### config.mk
export PLATFORM = sky130hd
export DESIGN_NAME = lsc_pass
export DESIGN_NICKNAME = d
export VERILOG_FILES = /design/src/rtl/lsc_pkg.sv /design/src/rtl/lsc_pass_setup.sv /design/src/rtl/lsc_div_stage.sv /design/src/rtl/lsc_pass_update.sv /design/src/rtl/lsc_pass.sv
export SDC_FILE = /design/constraint.sdc
export NUM_CORES = 2
export LEC_CHECK = 0
export ABC_AREA = 1
export ABC_CLOCK_PERIOD_IN_PS = 13740
export BUFFER_PORTS_ARGS = -buffer_cell sky130_fd_sc_hd__buf_4
export CAP_MARGIN = 10
export CORE_MARGIN = 2
export CORE_UTILIZATION = 60
export DETAILED_ROUTE_END_ITERATION = 10
export PLACE_DENSITY = 0.76
export SYNTH_ARGS = -nofsm -noshare
export SYNTH_HDL_FRONTEND = slang
export SYNTH_SLANG_ARGS = --single-unit
### constraint.sdc
create_clock -name clk -period 13.74 [get_ports clk]
set_input_delay 1.374 -clock clk [delete_from_list [all_inputs] [get_ports clk]]
set_output_delay 1.374 -clock clk [all_outputs]
set_load 0.03 [all_outputs]
### src/rtl/lsc_pkg.sv
// Shared types, constants and helper functions of the line segment clipper.
`timescale 1ns / 1ps
package lsc_pkg;

  // Coordinate width and the number of clip passes built into the pipeline.
  localparam int COORD_WIDTH     = 16;
  localparam int MAX_CLIP_PASSES = 4;
  localparam int CW              = COORD_WIDTH;

  // Outcode bit positions.
  localparam int BIT_LEFT   = 0;
  localparam int BIT_RIGHT  = 1;
  localparam int BIT_BOTTOM = 2;
  localparam int BIT_TOP    = 3;

  // Configuration register indexes.
  localparam logic [1:0] REG_LEFT   = 2'd0;
  localparam logic [1:0] REG_TOP    = 2'd1;
  localparam logic [1:0] REG_RIGHT  = 2'd2;
  localparam logic [1:0] REG_BOTTOM = 2'd3;

  // Window reset values.
  localparam int RESET_LEFT   = 150;
  localparam int RESET_TOP    = 100;
  localparam int RESET_RIGHT  = 450;
  localparam int RESET_BOTTOM = 300;

  typedef logic signed [CW-1:0] coord_t;
  typedef logic signed [CW:0]   wide_t;
  typedef logic [CW-1:0]        mag_t;
  typedef logic [3:0]           code_t;

  typedef struct packed {
    coord_t left;
    coord_t top;
    coord_t right;
    coord_t bottom;
  } win_t;

  // Segment state that travels down the pipeline.
  typedef struct packed {
    coord_t x1;
    coord_t y1;
    coord_t x2;
    coord_t y2;
    code_t  c1;
    code_t  c2;
    logic   done;
    logic   acc;
  } seg_t;

  // Crossing computation state for one clip pass.
  typedef struct packed {
    logic   vert;
    logic   sel2;
    logic   neg;
    coord_t edge_val;
    mag_t   lim;
    mag_t   ud;
    mag_t   rem;
    mag_t   low;
    mag_t   q;
  } div_t;

  typedef struct packed {
    seg_t seg;
    div_t dv;
  } work_t;

  function automatic code_t outcode(coord_t x, coord_t y, win_t w);
    code_t c;
    c = '0;
    c[BIT_LEFT]   = (x < w.left);
    c[BIT_RIGHT]  = (x > w.right);
    c[BIT_TOP]    = (y < w.top);
    c[BIT_BOTTOM] = (y > w.bottom);
    return c;
  endfunction

  function automatic wide_t sx(coord_t v);
    return wide_t'({v[CW-1], v});
  endfunction

  function automatic mag_t magn(wide_t v);
    logic [CW:0] t;
    t = v[CW] ? (~v + 1'b1) : v;
    return t[CW-1:0];
  endfunction

endpackage

### src/rtl/lsc_pass_setup.sv
// Clip pass front end: accept/reject test, edge choice, then the product.
`timescale 1ns / 1ps
module lsc_pass_setup (
  input  logic           clk,
  input  logic           rst,
  input  logic           en,
  input  logic           in_valid,
  input  lsc_pkg::seg_t  in_seg,
  input  lsc_pkg::win_t  win,
  output logic           out_valid,
  output lsc_pkg::work_t out_work
);

  typedef struct packed {
    lsc_pkg::seg_t   seg;
    logic            vert;
    logic            sel2;
    logic            neg;
    lsc_pkg::coord_t edge_val;
    lsc_pkg::mag_t   ua;
    lsc_pkg::mag_t   un;
    lsc_pkg::mag_t   ud;
  } pre_t;

  pre_t                  pre_next;
  pre_t                  pre;
  logic                  pre_valid;
  lsc_pkg::code_t        co;
  lsc_pkg::wide_t        a;
  lsc_pkg::wide_t        n;
  lsc_pkg::wide_t        d;
  logic [2*lsc_pkg::CW-1:0] prod;

  // Decide what this pass does and form the operands of the crossing.
  always_comb begin
    pre_next      = '0;
    pre_next.seg  = in_seg;
    co            = (in_seg.c1 != '0) ? in_seg.c1 : in_seg.c2;
    pre_next.sel2 = (in_seg.c1 == '0);
    pre_next.vert = co[lsc_pkg::BIT_TOP] | co[lsc_pkg::BIT_BOTTOM];
    if (pre_next.vert) begin
      pre_next.edge_val = co[lsc_pkg::BIT_TOP] ? win.top : win.bottom;
      a = lsc_pkg::sx(in_seg.x2) - lsc_pkg::sx(in_seg.x1);
      n = lsc_pkg::sx(pre_next.edge_val) - lsc_pkg::sx(in_seg.y1);
      d = lsc_pkg::sx(in_seg.y2) - lsc_pkg::sx(in_seg.y1);
    end else begin
      pre_next.edge_val = co[lsc_pkg::BIT_RIGHT] ? win.right : win.left;
      a = lsc_pkg::sx(in_seg.y2) - lsc_pkg::sx(in_seg.y1);
      n = lsc_pkg::sx(pre_next.edge_val) - lsc_pkg::sx(in_seg.x1);
      d = lsc_pkg::sx(in_seg.x2) - lsc_pkg::sx(in_seg.x1);
    end
    pre_next.neg = a[lsc_pkg::CW] ^ n[lsc_pkg::CW] ^ d[lsc_pkg::CW];
    pre_next.ua  = lsc_pkg::magn(a);
    pre_next.un  = lsc_pkg::magn(n);
    pre_next.ud  = lsc_pkg::magn(d);
    if (!in_seg.done) begin
      if (in_seg.c1 == '0 && in_seg.c2 == '0) begin
        pre_next.seg.done = 1'b1;
        pre_next.seg.acc  = 1'b1;
      end else if ((in_seg.c1 & in_seg.c2) != '0) begin
        pre_next.seg.done = 1'b1;
      end else if (d == '0) begin
        pre_next.seg.done = 1'b1;
      end
    end
  end

  // First register stage holds the operands.
  always_ff @(posedge clk) begin
    if (rst) begin
      pre_valid <= 1'b0;
    end else if (en) begin
      pre_valid <= in_valid;
    end
    if (en) begin
      pre <= pre_next;
    end
  end

  assign prod = pre.ua * pre.un;

  // Second register stage holds the product, split for the divider.
  always_ff @(posedge clk) begin
    if (rst) begin
      out_valid <= 1'b0;
    end else if (en) begin
      out_valid <= pre_valid;
    end
    if (en) begin
      out_work.seg         <= pre.seg;
      out_work.dv.vert     <= pre.vert;
      out_work.dv.sel2     <= pre.sel2;
      out_work.dv.neg      <= pre.neg;
      out_work.dv.edge_val <= pre.edge_val;
      out_work.dv.lim      <= pre.ua;
      out_work.dv.ud       <= pre.ud;
      out_work.dv.rem      <= prod[2*lsc_pkg::CW-1:lsc_pkg::CW];
      out_work.dv.low      <= prod[lsc_pkg::CW-1:0];
      out_work.dv.q        <= '0;
    end
  end

endmodule

### src/rtl/lsc_div_stage.sv
// One restoring division step: one quotient bit per register stage.
`timescale 1ns / 1ps
module lsc_div_stage (
  input  logic           clk,
  input  logic           rst,
  input  logic           en,
  input  logic           in_valid,
  input  lsc_pkg::work_t in_work,
  output logic           out_valid,
  output lsc_pkg::work_t out_work
);

  lsc_pkg::work_t      work_next;
  logic [lsc_pkg::CW:0] r;
  logic [lsc_pkg::CW:0] diff;
  logic                 qbit;

  // Shift in the next dividend bit and subtract the divisor where it fits.
  always_comb begin
    work_next = in_work;
    r         = {in_work.dv.rem, in_work.dv.low[lsc_pkg::CW-1]};
    diff      = r - {1'b0, in_work.dv.ud};
    qbit      = (r >= {1'b0, in_work.dv.ud});
    work_next.dv.rem = qbit ? diff[lsc_pkg::CW-1:0] : r[lsc_pkg::CW-1:0];
    work_next.dv.low = {in_work.dv.low[lsc_pkg::CW-2:0], 1'b0};
    work_next.dv.q   = {in_work.dv.q[lsc_pkg::CW-2:0], qbit};
  end

  always_ff @(posedge clk) begin
    if (rst) begin
      out_valid <= 1'b0;
    end else if (en) begin
      out_valid <= in_valid;
    end
    if (en) begin
      out_work <= work_next;
    end
  end

endmodule

### src/rtl/lsc_pass_update.sv
// Clip pass back end: apply the crossing and recompute the outcode.
`timescale 1ns / 1ps
module lsc_pass_update (
  input  logic           clk,
  input  logic           rst,
  input  logic           en,
  input  logic           in_valid,
  input  lsc_pkg::work_t in_work,
  input  lsc_pkg::win_t  win,
  output logic           out_valid,
  output lsc_pkg::seg_t  out_seg
);

  lsc_pkg::seg_t   seg_next;
  lsc_pkg::mag_t   qc;
  lsc_pkg::wide_t  qs;
  lsc_pkg::wide_t  sum;
  lsc_pkg::coord_t newc;
  lsc_pkg::coord_t nx;
  lsc_pkg::coord_t ny;

  // Base plus signed, clamped quotient gives the crossing coordinate.
  always_comb begin
    seg_next = in_work.seg;
    qc   = (in_work.dv.q > in_work.dv.lim) ? in_work.dv.lim : in_work.dv.q;
    qs   = lsc_pkg::wide_t'({1'b0, qc});
    if (in_work.dv.neg) begin
      qs = -qs;
    end
    sum  = (in_work.dv.vert ? lsc_pkg::sx(in_work.seg.x1) : lsc_pkg::sx(in_work.seg.y1))
           + qs;
    newc = sum[lsc_pkg::CW-1:0];
    nx   = in_work.dv.vert ? newc : in_work.dv.edge_val;
    ny   = in_work.dv.vert ? in_work.dv.edge_val : newc;
    if (!in_work.seg.done) begin
      if (in_work.dv.sel2) begin
        seg_next.x2 = nx;
        seg_next.y2 = ny;
        seg_next.c2 = lsc_pkg::outcode(nx, ny, win);
      end else begin
        seg_next.x1 = nx;
        seg_next.y1 = ny;
        seg_next.c1 = lsc_pkg::outcode(nx, ny, win);
      end
    end
  end

  always_ff @(posedge clk) begin
    if (rst) begin
      out_valid <= 1'b0;
    end else if (en) begin
      out_valid <= in_valid;
    end
    if (en) begin
      out_seg <= seg_next;
    end
  end

endmodule

### src/rtl/lsc_pass.sv
// One full clip pass: setup, pipelined divider, endpoint update.
`timescale 1ns / 1ps
module lsc_pass (
  input  logic          clk,
  input  logic          rst,
  input  logic          en,
  input  logic          in_valid,
  input  lsc_pkg::seg_t in_seg,
  input  lsc_pkg::win_t win,
  output logic          out_valid,
  output lsc_pkg::seg_t out_seg
);

  logic           vld [lsc_pkg::CW+1];
  lsc_pkg::work_t wrk [lsc_pkg::CW+1];

  lsc_pass_setup u_setup (
    .clk       (clk),
    .rst       (rst),
    .en        (en),
    .in_valid  (in_valid),
    .in_seg    (in_seg),
    .win       (win),
    .out_valid (vld[0]),
    .out_work  (wrk[0])
  );

  // Divider chain, one quotient bit per stage.
  for (genvar i = 0; i < lsc_pkg::CW; i++) begin : g_div
    lsc_div_stage u_div (
      .clk       (clk),
      .rst       (rst),
      .en        (en),
      .in_valid  (vld[i]),
      .in_work   (wrk[i]),
      .out_valid (vld[i+1]),
      .out_work  (wrk[i+1])
    );
  end

  lsc_pass_update u_update (
    .clk       (clk),
    .rst       (rst),
    .en        (en),
    .in_valid  (vld[lsc_pkg::CW]),
    .in_work   (wrk[lsc_pkg::CW]),
    .win       (win),
    .out_valid (out_valid),
    .out_seg   (out_seg)
  );

endmodule

# Word level (Yosys, flattened, before mapping)
# Cells that the tools add are included.
dict set report op_classes {
  n_addsub 24
  mul 1
  n_lt_le_gt_ge 21
  n_mux 38
  bitwise_logic 7
  reduce_logical 7
}
# op n
set op_table {}
lappend op_table {{16-bit two-way mux} 26}
lappend op_table {{17-bit by 16-bit >= comparator with 1-bit output} 16}
lappend op_table {{16-bit subtractor} 15}
lappend op_table {{72-bit two-way mux} 1}
lappend op_table {{16-bit by 16-bit subtractor with 17-bit output} 4}
lappend op_table {{32-bit two-way mux} 2}
lappend op_table {{17-bit two-way mux} 3}
lappend op_table {{16-bit by 1-bit adder with 16-bit output, second input constant} 3}
lappend op_table {{16-bit greater-than comparator} 3}
lappend op_table {{16-bit NOT} 3}
lappend op_table {{16-bit less-than comparator} 2}
lappend op_table {{16-bit by 16-bit multiplier with 32-bit output} 1}
lappend op_table {{17-bit logical NOT} 1}
lappend op_table {{16-bit adder} 1}
lappend op_table {{16-bit negation} 1}
lappend op_table {{4-bit two-way mux} 3}
lappend op_table {{4-bit logical NOT} 2}
lappend op_table {{4-bit nonzero test} 2}
lappend op_table {{4-bit bitwise AND} 1}
lappend op_table {{1-bit two-way mux} 3}
lappend op_table {{3-bit OR reduction} 1}
lappend op_table {{1-bit bitwise XOR} 2}
lappend op_table {{1-bit logical AND} 1}
lappend op_table {{1-bit OR} 1}
dict set report word_totals {
  reg_bits 2871
  in_bits 142
}

# Logic depth before layout (Yosys ltp)
dict set report logic_depth {
  ltp_word 9
  depth_mapped 46
}

# Cells and area by module
# A second synthesis with hierarchy kept.
dict set report unflattened {
  cells_unflattened 10933
  hier_area_um2 137931.0
}
# module instances cells_each area_per_inst_um2 seq_area_each_um2
set modules_own_cells {}
lappend modules_own_cells {{lsc_div_stage (g_div[0].u_div ...)} 13 449 6652.6 5185.0}
lappend modules_own_cells {lsc_pass_setup 1 2827 24647.4 8988.6}
lappend modules_own_cells {{lsc_div_stage (g_div[1].u_div ...)} 3 446 6528.8 5185.0}
lappend modules_own_cells {lsc_pass_update 1 931 7213.2 2242.2}

# Worst setup path after synthesis
# OpenSTA, ideal clock, no wires.
dict set report synth_path {
  kind {reg-to-reg}
  start {reg u_setup.pre[42] (netlist bit)}
  end {reg u_setup.out_work[42] (netlist bit), data pin}
  setup_time_ps 265
  arrival_time_ps 5632
  required_ps 13475
  setup_slack_ps 7844
  path_stages_with_launch 25
  synth_period_minus_slack_ps 5896
  cell_sequence {edfxtp_1 clkbuf_1 clkbuf_1 nand2_1 fa_1 inv_1 fa_1 inv_1 fa_1 fa_1 inv_1 fa_1 inv_1 fa_1 inv_1 ha_1 a21oi_1 o21ai_0 a21oi_1 o21ai_0 a21boi_1 o21bai_1 nand2_1 o211ai_1 xor2_1}
}
dict set report synth_between {
  elab_chain_cells 1
}
# element line_no
set synth_rtl {}
lappend synth_rtl {{start, declared} lsc_pass_setup.sv:26} ;# pre_t pre;
lappend synth_rtl {{start signal, assigned} lsc_pass_setup.sv:76} ;# pre <= pre_next;
lappend synth_rtl {{16-bit by 16-bit multiplier with 32-bit output} lsc_pass_setup.sv:80} ;# assign prod = pre.ua * pre.un;
lappend synth_rtl {{net u_setup.prod, one bit} lsc_pass_setup.sv:32} ;# logic [2*lsc_pkg::CW-1:0] prod;
lappend synth_rtl {{end, declared} lsc_pass_setup.sv:11} ;# output lsc_pkg::work_t out_work
# The timed path passes the listed nets, and every way through them passes these cells.
# A chain may end at the register's enable or synchronous reset.

==> report_table.html <==
<table>
<tr><th>Metric</th><th>Value</th></tr>
<tr><th colspan="2">Synth</th></tr>
<tr><td>Number of flip-flops and latches in the synthesized netlist</td><td>2,871</td></tr>
<tr><td>Count of unique library cells instantiated by Yosys</td><td>58</td></tr>
<tr><td>Async S/R FF share, synth</td><td>0%</td></tr>
<tr><td>Syn_area_per_cell</td><td>14.4 µm²</td></tr>
<tr><td>Number of cells produced by synthesis</td><td>roughly 8,000</td></tr>
<tr><td>Sequential cell area fraction in the yosys report</td><td>just over 70%</td></tr>
<tr><td>EDFF count, synth</td><td>roughly 2,900</td></tr>
<tr><td>Cell accounting for the most synthesized area</td><td>sky130_fd_sc_hd__edfxtp_1</td></tr>
<tr><td>Synth Net Count</td><td>9,107</td></tr>
<tr><td>Most common flop cell mapped by yosys</td><td>sky130_fd_sc_hd__edfxtp_1</td></tr>
<tr><td>Number of synthesis warnings</td><td>0</td></tr>
<tr><td>Top-area cell type share of the netlist area</td><td>72.3%</td></tr>
<tr><td>Mapped Area</td><td>between 100,000 and 150,000 µm²</td></tr>
<tr><td>Leading post-synthesis cells by cell area</td><td>sky130_fd_sc_hd__edfxtp_1 (72%), sky130_fd_sc_hd__ha_1 (5.5%), sky130_fd_sc_hd__nand2_1 (4.2%)</td></tr>
<tr><th colspan="2">CTS</th></tr>
<tr><td>Hold bufs inserted after CTS</td><td>0</td></tr>
<tr><td>Number of clock sinks seen by CTS</td><td>around 2,900</td></tr>
<tr><td>Number of H-tree levels</td><td>5</td></tr>
<tr><td>Skew-Pair Late Insertion Delay</td><td>slightly above 0.9 ns</td></tr>
<tr><td>Clock tree from TritonCTS</td><td>built</td></tr>
<tr><td>Number of buffers inserted during clock tree synthesis</td><td>approximately 300</td></tr>
<tr><td>Post-CTS setup-driven buffer insertion count</td><td>0</td></tr>
<tr><td>PostCTS Resize Cnt</td><td>0</td></tr>
<tr><td>Max clock buf depth</td><td>4</td></tr>
<tr><td>Clock slew seen by the registers of the worst setup and hold paths</td><td>~0.070 ns</td></tr>
<tr><td>Root cell of the clock tree</td><td>sky130_fd_sc_hd__clkbuf_16</td></tr>
<tr><th colspan="2">Setup path</th></tr>
<tr><td>Worst path bufs/invs</td><td>3</td></tr>
<tr><td>Startpoint kind of the worst setup timing path</td><td>flip-flop</td></tr>
<tr><td>CP top delay family</td><td>simple AND/OR/NAND/NOR gates</td></tr>
<tr><td>Critical Path RT</td><td>around 15 ns</td></tr>
<tr><td>Worst-path fanout max</td><td>17</td></tr>
<tr><td>Slowest stage cell, crit path</td><td>sky130_fd_sc_hd__a21boi_0</td></tr>
<tr><td>Data arrival time of the critical path</td><td>between 7 and 8 ns</td></tr>
<tr><td>Longest individual stage delay on the worst path</td><td>approximately 0.43 ns</td></tr>
<tr><td>Category of the most critical setup path</td><td>reg2reg</td></tr>
<tr><td>Type of element capturing the critical path</td><td>flip-flop</td></tr>
<tr><td>Most Frequent Cell on Critical Path</td><td>sky130_fd_sc_hd__nand2_1</td></tr>
<tr><th colspan="2">Placement</th></tr>
<tr><td>Port Buf Inserts</td><td>between 200 and 250</td></tr>
<tr><td>Cell area after placement</td><td>between 100,000 and 150,000 µm²</td></tr>
<tr><td>Estimated wirelength of the detail-placed design</td><td>182,000 µm</td></tr>
<tr><td>Placer congestion estimate</td><td>a little under 1</td></tr>
<tr><th colspan="2">Floorplan</th></tr>
<tr><td>Area of the die</td><td>about 200,000 µm²</td></tr>
<tr><td># rows</td><td>~160</td></tr>
<tr><td>Width of the chip</td><td>about 450 µm</td></tr>
<tr><td>Die Y-Extent</td><td>around 450 µm</td></tr>
<tr><td>Area of the core</td><td>~200,000 µm²</td></tr>
<tr><td>Effective utilization at floorplan</td><td>around 60%</td></tr>
<tr><td>Ports placed on the boundary</td><td>217</td></tr>
<tr><th colspan="2">Global routing</th></tr>
<tr><td>Largest net degree at the start of global routing</td><td>202</td></tr>
<tr><td>Overall track demand over capacity in global routing</td><td>26.7%</td></tr>
<tr><td>Antenna violations before repair</td><td>8</td></tr>
<tr><td>Global-route wire length before repair</td><td>between 300,000 and 400,000 µm</td></tr>
<tr><td>Via count of the first global-routing pass</td><td>63,721</td></tr>
<tr><td>Gr ovfl total</td><td>0</td></tr>
<tr><th colspan="2">Routing</th></tr>
<tr><td>Number of detailed-route iterations in the first pass</td><td>8</td></tr>
<tr><td>DRC</td><td>0</td></tr>
<tr><td>Routed vias/inst</td><td>approximately 5.5</td></tr>
<tr><td>Total wirelength of the detailed-routed design</td><td>between 200,000 and 300,000 µm</td></tr>
<tr><td>DR vias</td><td>between 60,000 and 70,000</td></tr>
<tr><td>Detail-routed net length per standard cell</td><td>22.9 µm</td></tr>
<tr><td>Initial DRC Count</td><td>about 6,100</td></tr>
<tr><td>Final ANT Viol Nets</td><td>0</td></tr>
<tr><th colspan="2">Timing</th></tr>
<tr><td>Final setup fails</td><td>0</td></tr>
<tr><td>Setup clock skew after layout</td><td>0.0707 ns</td></tr>
<tr><td>Measured slew at the worst slew-check pin</td><td>1.28 ns</td></tr>
<tr><td>Post-route fraction of the period consumed by the critical path</td><td>around half</td></tr>
<tr><td>Total count of hold-check failures in the final report</td><td>0</td></tr>
<tr><td>Period minus WS final</td><td>approximately 7.1 ns</td></tr>
<tr><td>Max Slew Vio Count</td><td>0</td></tr>
<tr><td>Max-slew headroom</td><td>between 10 and 15%</td></tr>
<tr><td>Max Freq</td><td>about 140 MHz</td></tr>
<tr><td>Worst hold margin</td><td>roughly 0.36 ns</td></tr>
<tr><td>Setup repair after global routing missed its margin</td><td>false</td></tr>
<tr><td>Total negative slack</td><td>0 ns</td></tr>
<tr><th colspan="2">Final layout</th></tr>
<tr><td>Share of layout cells above drive strength 1</td><td>8.42%</td></tr>
<tr><td>Sequential cell area</td><td>about 86,000 µm²</td></tr>
<tr><td>Most common library cell in the layout ignoring fill and taps</td><td>sky130_fd_sc_hd__edfxtp_1</td></tr>
<tr><td>Share of the core filled with cells in the final layout</td><td>67.4%</td></tr>
<tr><td>Top library cells by usage in the layout, fill and taps aside</td><td>sky130_fd_sc_hd__edfxtp_1 (2,852), sky130_fd_sc_hd__nand2_1 (1,311), sky130_fd_sc_hd__inv_1 (1,062)</td></tr>
<tr><td>Multi-input combinational cell area</td><td>27,700 µm²</td></tr>
<tr><td>Layout area overhead</td><td>12.0%</td></tr>
<tr><td>Total number of nets in the final design</td><td>around 9,500</td></tr>
<tr><td>Finished layout cell area</td><td>~130,000 µm²</td></tr>
<tr><td>Total of fill cells in the finished design</td><td>13,145</td></tr>
<tr><th colspan="2">Flow run</th></tr>
<tr><td>Maximum Capacitance Violations</td><td>0</td></tr>
<tr><th colspan="2">Worst hold path</th></tr>
<tr><td>Worst hold path class</td><td>reg2reg</td></tr>
<tr><th colspan="2">Outcome</th></tr>
<tr><td>Result of the run</td><td>complete, no violations</td></tr>
</table>
==> through the flow <==
step / std cells / worst slack (ns)
3_3_place_gp: 10986 / 6.84
5_1_grt: 11497 / 6.05
2_1_floorplan: 8227 / 7.84
6_report: 11501 / 6.68
3_5_place_dp: 10986 / 6.83
4_1_cts: 11492 / 6.65
==> cell usage after synthesis (all sizes together) (3+ instances only) <==
master and number:
a211oi 7, a21boi 10, a21o 20, a21oi 548
a221oi 6, a311oi 10, a31oi 21, and2 3
buf 41, clkbuf 119, dfxtp 19, edfxtp 2852
fa 214, ha 524, inv 1070, mux2i 29
nand2 1320, nand3 220, nand3b 5, nand4 30
nor2 350, nor3 40, nor4 17, o2111ai 4
o211ai 11, o21a 15, o21ai 350, o21bai 20
o221ai 4, o31ai 3, or2 18, xnor2 156
xor2 164
==> worst register-to-register path, delay by kind of cell, from the launching register on <==
kind            cells  cell delay, ns
fa+ha+maj           4            1.24
buf+inv             3            0.23
simple gates       20            3.41
compound gates      7            1.33
flops               1            0.39
xor+xnor            2            0.30
==> final timing paths <==
check	endpoint	startpoint	cells after the start	slack, ns
worst max-delay path	u_update.out_seg[3]	g_div[15].u_div.out_work[15]	36	6.68
worst min-delay path	g_div[13].u_div.out_work[151]	g_div[12].u_div.out_work[151]	0	0.36
worst max register to register	u_update.out_seg[3]	g_div[15].u_div.out_work[15]	36	6.68
worst min register to register	g_div[13].u_div.out_work[151]	g_div[12].u_div.out_work[151]	0	0.36
==> logic make-up after synthesis <==
kind of cell	after synthesis	synth area share [%]
adders and majority gates	738	9.16
muxes	29	0.245
and+or+nand+nor	2004	6.89
AOI/OAI and AO/OA	1033	4.70
xor gates and xnor gates	320	2.37
buffers and inverters	1232	3.98
DFF	2871	72.7
==> state kept, by name, indices dropped and copies added (netlist names) <==
register	count
g_div.u_div.out_valid	16
g_div.u_div.out_work	2480
u_setup.out_valid	1
u_setup.out_work	157
u_setup.pre	141
u_setup.pre_valid	1
u_update.out_seg	74
u_update.out_valid	1
==> metal layers <==
metal	vias to the layer above	part of all wire [%]	GRT usage, %
met3	572	6.4	4.70
li1	29630	-	-
met4	0	5.7	13.7
met1	30671	38	33.7
met5	-	0	0
met2	2283	50	44.6
==> cell type report <==
class,count,share of cell area [%]
Antenna cell,6,0.0113
Clock buffer,359,5.97
Clock inverter,147,1.06
Inverter,1072,3.04
Multi-Input combinational cell,4124,20.9
Sequential cell,2871,64.9
Tap cell,2640,2.49
Timing Repair Buffer,282,1.69
Power is not shown: default switching activity piles up to over one toggle a cycle in this logic, so the estimate is an artifact.
